$ cat src/sv/hsk_pkg.sv
// Package for the Hamming(15,11) key reconciliation block.
// Key and group sizes, key mask and codeword data positions.
// No dependencies.
package hsk_pkg;

    localparam int KEY_BITS   = 64;
    localparam int GROUP_BITS = 11;
    localparam int MAX_GROUPS = 6;
    localparam int SYN_BITS   = 4;

    localparam int GROUPS_RAW = (KEY_BITS + GROUP_BITS - 1) / GROUP_BITS;
    localparam int GROUPS     = (GROUPS_RAW > MAX_GROUPS) ? MAX_GROUPS : GROUPS_RAW;
    localparam int PAD_BITS   = GROUPS * GROUP_BITS;

    // key ports are 64 bits wide; bits at or above KEY_BITS are dropped
    localparam logic [63:0] KEY_MASK = {64{1'b1}} >> (64 - KEY_BITS);

    typedef logic [SYN_BITS-1:0]   syn_t;
    typedef logic [GROUP_BITS-1:0] group_t;

    // codeword position of each data bit; parity sits at 1, 2, 4 and 8
    localparam syn_t DATA_POS [GROUP_BITS] = '{
        4'd3, 4'd5, 4'd6, 4'd7, 4'd9, 4'd10, 4'd11, 4'd12, 4'd13, 4'd14, 4'd15
    };

endpackage

$ cat src/sv/hsk_group.sv
// One 11-bit group: syndrome from the differing data bits and single-bit fix.
// Depends on hsk_pkg.
module hsk_group
(
    input  hsk_pkg::group_t ref_data,
    input  hsk_pkg::group_t noisy_data,
    output hsk_pkg::group_t corr_data
);

    hsk_pkg::group_t diff;
    hsk_pkg::syn_t   syndrome;

    assign diff = ref_data ^ noisy_data;

    // parity from the reference against parity from the noisy data reduces
    // to the XOR of the positions where the data differs
    always_comb
    begin
        syndrome = '0;
        for (int j = 0; j < hsk_pkg::GROUP_BITS; j++)
        begin
            if (diff[j])
            begin
                syndrome = syndrome ^ hsk_pkg::DATA_POS[j];
            end
        end
    end

    // a syndrome on a parity position matches no data position: no change
    always_comb
    begin
        for (int j = 0; j < hsk_pkg::GROUP_BITS; j++)
        begin
            corr_data[j] = noisy_data[j] ^ (syndrome == hsk_pkg::DATA_POS[j]);
        end
    end

endmodule

$ cat src/sv/hamming_syndrome_key_reconciliation.sv
// Top level of the Hamming(15,11) key reconciliation block.
// Depends on hsk_pkg and hsk_group.
//
// A key pair is taken on every edge where start is high; busy never rises, so
// one pair can be transferred each cycle. The corrected key passes the input
// register, then the six group correctors into the result register, and is
// shown on fixed_key with a one-cycle done strobe. The receiver cannot stall, so
// each result must be captured in its strobe cycle.
module hamming_syndrome_key_reconciliation
(
    input  logic        clk,
    input  logic        rst_n,
    input  logic        start,
    output logic        busy,
    input  logic [63:0] reference_key,
    input  logic [63:0] noisy_key,
    output logic [63:0] fixed_key,
    output logic        done
);

    logic        valid_reg;
    logic [63:0] ref_reg;
    logic [63:0] noisy_reg;
    logic        done_reg;
    logic [63:0] result_reg;
    logic [63:0] result_next;

    logic [hsk_pkg::PAD_BITS-1:0] ref_pad;
    logic [hsk_pkg::PAD_BITS-1:0] noisy_pad;
    logic [hsk_pkg::PAD_BITS-1:0] corr_pad;

    assign busy = 1'b0;

    always_ff @(posedge clk or negedge rst_n)
    begin
        if (!rst_n)
        begin
            valid_reg <= 1'b0;
            done_reg  <= 1'b0;
        end
        else
        begin
            valid_reg <= start && !busy;
            done_reg  <= valid_reg;
        end
    end

    always_ff @(posedge clk)
    begin
        if (start && !busy)
        begin
            ref_reg   <= reference_key;
            noisy_reg <= noisy_key;
        end
        if (valid_reg)
        begin
            result_reg <= result_next;
        end
    end

    // zero padding up to whole groups
    assign ref_pad   = hsk_pkg::PAD_BITS'(ref_reg & hsk_pkg::KEY_MASK);
    assign noisy_pad = hsk_pkg::PAD_BITS'(noisy_reg & hsk_pkg::KEY_MASK);

    for (genvar g = 0; g < hsk_pkg::GROUPS; g++)
    begin : g_group
        hsk_group u_group
        (
            .ref_data   (ref_pad[g*hsk_pkg::GROUP_BITS +: hsk_pkg::GROUP_BITS]),
            .noisy_data (noisy_pad[g*hsk_pkg::GROUP_BITS +: hsk_pkg::GROUP_BITS]),
            .corr_data  (corr_pad[g*hsk_pkg::GROUP_BITS +: hsk_pkg::GROUP_BITS])
        );
    end

    // flips on padding positions fall away here
    assign result_next = 64'(corr_pad) & hsk_pkg::KEY_MASK;

    assign fixed_key = result_reg;
    assign done      = done_reg;

endmodule

$ cat config.mk
export PLATFORM = sky130hd
export DESIGN_NAME = hamming_syndrome_key_reconciliation
export DESIGN_NICKNAME = d
export VERILOG_FILES = /design/src/sv/hsk_pkg.sv /design/src/sv/hsk_group.sv /design/src/sv/hamming_syndrome_key_reconciliation.sv
export SDC_FILE = /design/constraint.sdc
export NUM_CORES = 1
export LEC_CHECK = 0
export BUFFER_PORTS_ARGS = -buffer_cell sky130_fd_sc_hd__buf_2
export CAP_MARGIN = 30
export CELL_PAD_IN_SITES_DETAIL_PLACEMENT = 0
export CELL_PAD_IN_SITES_GLOBAL_PLACEMENT = 2
export CORE_MARGIN = 2
export CORE_UTILIZATION = 42
export DETAILED_ROUTE_END_ITERATION = 8
export PLACE_DENSITY_LB_ADDON = 0.1
export SLEW_MARGIN = 10
export SYNTH_ARGS = -nofsm -noshare
export SYNTH_HDL_FRONTEND = slang
export SYNTH_HIERARCHICAL = 1
export SYNTH_SLANG_ARGS = --single-unit
$ cat constraint.sdc
create_clock -name clk -period 4.9 [get_ports clk]
set_clock_uncertainty 0.1 [all_clocks]
set_input_delay 0.245 -clock clk [delete_from_list [all_inputs] [get_ports clk]]
set_output_delay 0.245 -clock clk [all_outputs]
set_load 0.02 [all_outputs]
==> impl_metrics.toml <==
[status]
status = "complete, no violations"

[worst_setup_path]
crit_path_start_kind = "flip-flop"
crit_path_end = "fixed_key[34]"
cp.required_ns = 4.97
worstSetupEndpointType = "flip-flop"
startpoint = "noisy_reg[43]"
critPathKind = "flip-flop to flip-flop"
path_max_fanout = 4
arrival_ns = 2.63
r2r_slack_ns = 2.34
r2r_start = "noisy_reg[43]"
worstRegToRegCells = 6
rr_endpoint = "fixed_key[34]"

[clock_network]
cts_made_buffers = 17
cts_buffer_depth = 2
cts-htree-levels = 4
insertion_delay_ns = 0.43
cts_tree = "built"
cts_root_buf = "clkbuf_16"
cts.clk_slew.worst_paths_ns = 0.07
cts_sinks = 194
cts_resized = 0

[floorplanning]
pin_count = 197
dieArea_sq_um = 23900
rows = 55
start_util_pct = 42.4
coreArea_sq_um = 22400
chipHeight_um = 155
die_w_um = 155

[logic_synthesis]
syn_area_sq_um = 9520
synth_cells = 558
yosys_warnings = 6
avgSynthCellArea_sq_um = 17.1

[global_routing]
grt_overflow = 0
grt.total_usage_pct = 16.7
grt_first_pass_wirelength_um = 30500
antenna_found_initial = 0
first_global_vias = 5898
grt_max_degree = 66

[pwr]
vdd_drop_max_mv = 0.249
p_leak_uw = 0.00496
power.density_nw_per_um2 = 513

[timing]
hold_viol = 0
fin_crit_ns = 2.56
setup_viol = 0
hold_slack_ns = 0.0423
worst_slack_ns = 2.34
slew_viol_final = 0
finalCritPeriodShare_pct = 52.2
relSlewSlack_pct = 55.6
rsz0062_at_grt = "false"
final.setup.tns_ns = 0
tightest_slew_ns = 0.666
fmax_ghz = 0.391

[routing]
avgRoutedWirePerCell_um = 16.0
first_pass_iters = 4
drc_errors = 0
drt_iter0_drc = 268
postRouteAntennaNets = 0
vias_per_cell = 4.60
via_count = 5549
routed_wirelength_um = 19300

[layout]
antenna_cells = 0
drive_gt1_share_pct = 36.1
fin_nets = 1038
area_growth_pct = 34.8
final_cell_area_sq_um = 12800

[placed_design]
place_hpwl_um = 13700
dp_slack_ns = 2.34
portBuffers = 195
routabilityCongestion = 0.845
place_area_sq_um = 10900

[run]
cap_violations = 0

[hold_path]
hold_class = "input port to async pin"
layout by cell type (no fill, tap or decap):
cell             n
dfrtp_4          1
clkinv_4         1
xnor3_2         18
nor3_1          24
conb_1           5
xor2_2          12
clkbuf_1         1
dlygate4sd3_1  129
o211ai_1         6
buf_16           1
o21ai_1         52
xnor2_1        130
xnor2_2         30
nor3_2          24
xnor3_1         18
inv_8            2
nor2_1           6
xor2_1          24
edfxtp_1       192
buf_4            3
bufinv_16        4
inv_6            3
clkinv_2         2
clkinvlp_4       2
o21ai_2          6
nor2_2           6
buf_2          194
dfrtp_1          1
and2_4           6
clkbuf_16       17
routing by layer:
metal	vias to the layer above	GRT usage, %	share of wire (%)
li1	2726	-	-
met1	2660	20.4	43
met2	142	29.1	51
met3	21	3.89	4.4
met4	0	5.86	2.1
met5	-	0	0
per-stage QoR:
stage | power, uW | utilization [%] | std cells
2_1_floorplan | 4470 | - | 562
3_5_place_dp | 5060 | 48.5 | 1043
5_1_grt | 6950 | 57.2 | 1205
3_3_place_gp | 5030 | 48.5 | 1043
6_report | 6590 | 57.2 | 1205
4_1_cts | 6660 | 57.1 | 1204
final cells by class:
type / count / area (sq um)
fillers: 1815 / 9600
multi-input cells: 367 / 3710
repair buffers: 327 / 2310
well taps: 285 / 357
flip-flops and latches: 194 / 5820
clock inverters: 14 / 203
clock buffers: 18 / 429
where the power goes:
part | switching (uW) | total (uW) | leakage, uW | internal (uW)
registers | 113 | 2300 | 0.00190 | 2180
logic | 1510 | 2810 | 0.00275 | 1300
clock network | 621 | 1490 | 0.000305 | 866
critical path, stage by stage (launching register included):
cell	delay, ns
edfxtp_1	0.45
xnor2_2	0.25
xnor3_2	0.57
xnor3_1	0.39
nor2_1	0.24
o21ai_1	0.15
xnor2_1	0.15
timing repair:
item,CTS,global route
hold buffers,129,0
hold endpoints to repair,130,0
buffers inserted,0,0
worst min path at each step:
stage	from	endpoint	slack (ns)
finish	rst_n	valid_reg	0.04
global route	rst_n	done	0.03
CTS	rst_n	valid_reg	0.01
detailed placement	rst_n	done	-0.07
global placement	rst_n	done	-0.07
floorplan	rst_n	done	-0.15
No activity file was read; power rests on OpenSTA's default activity.
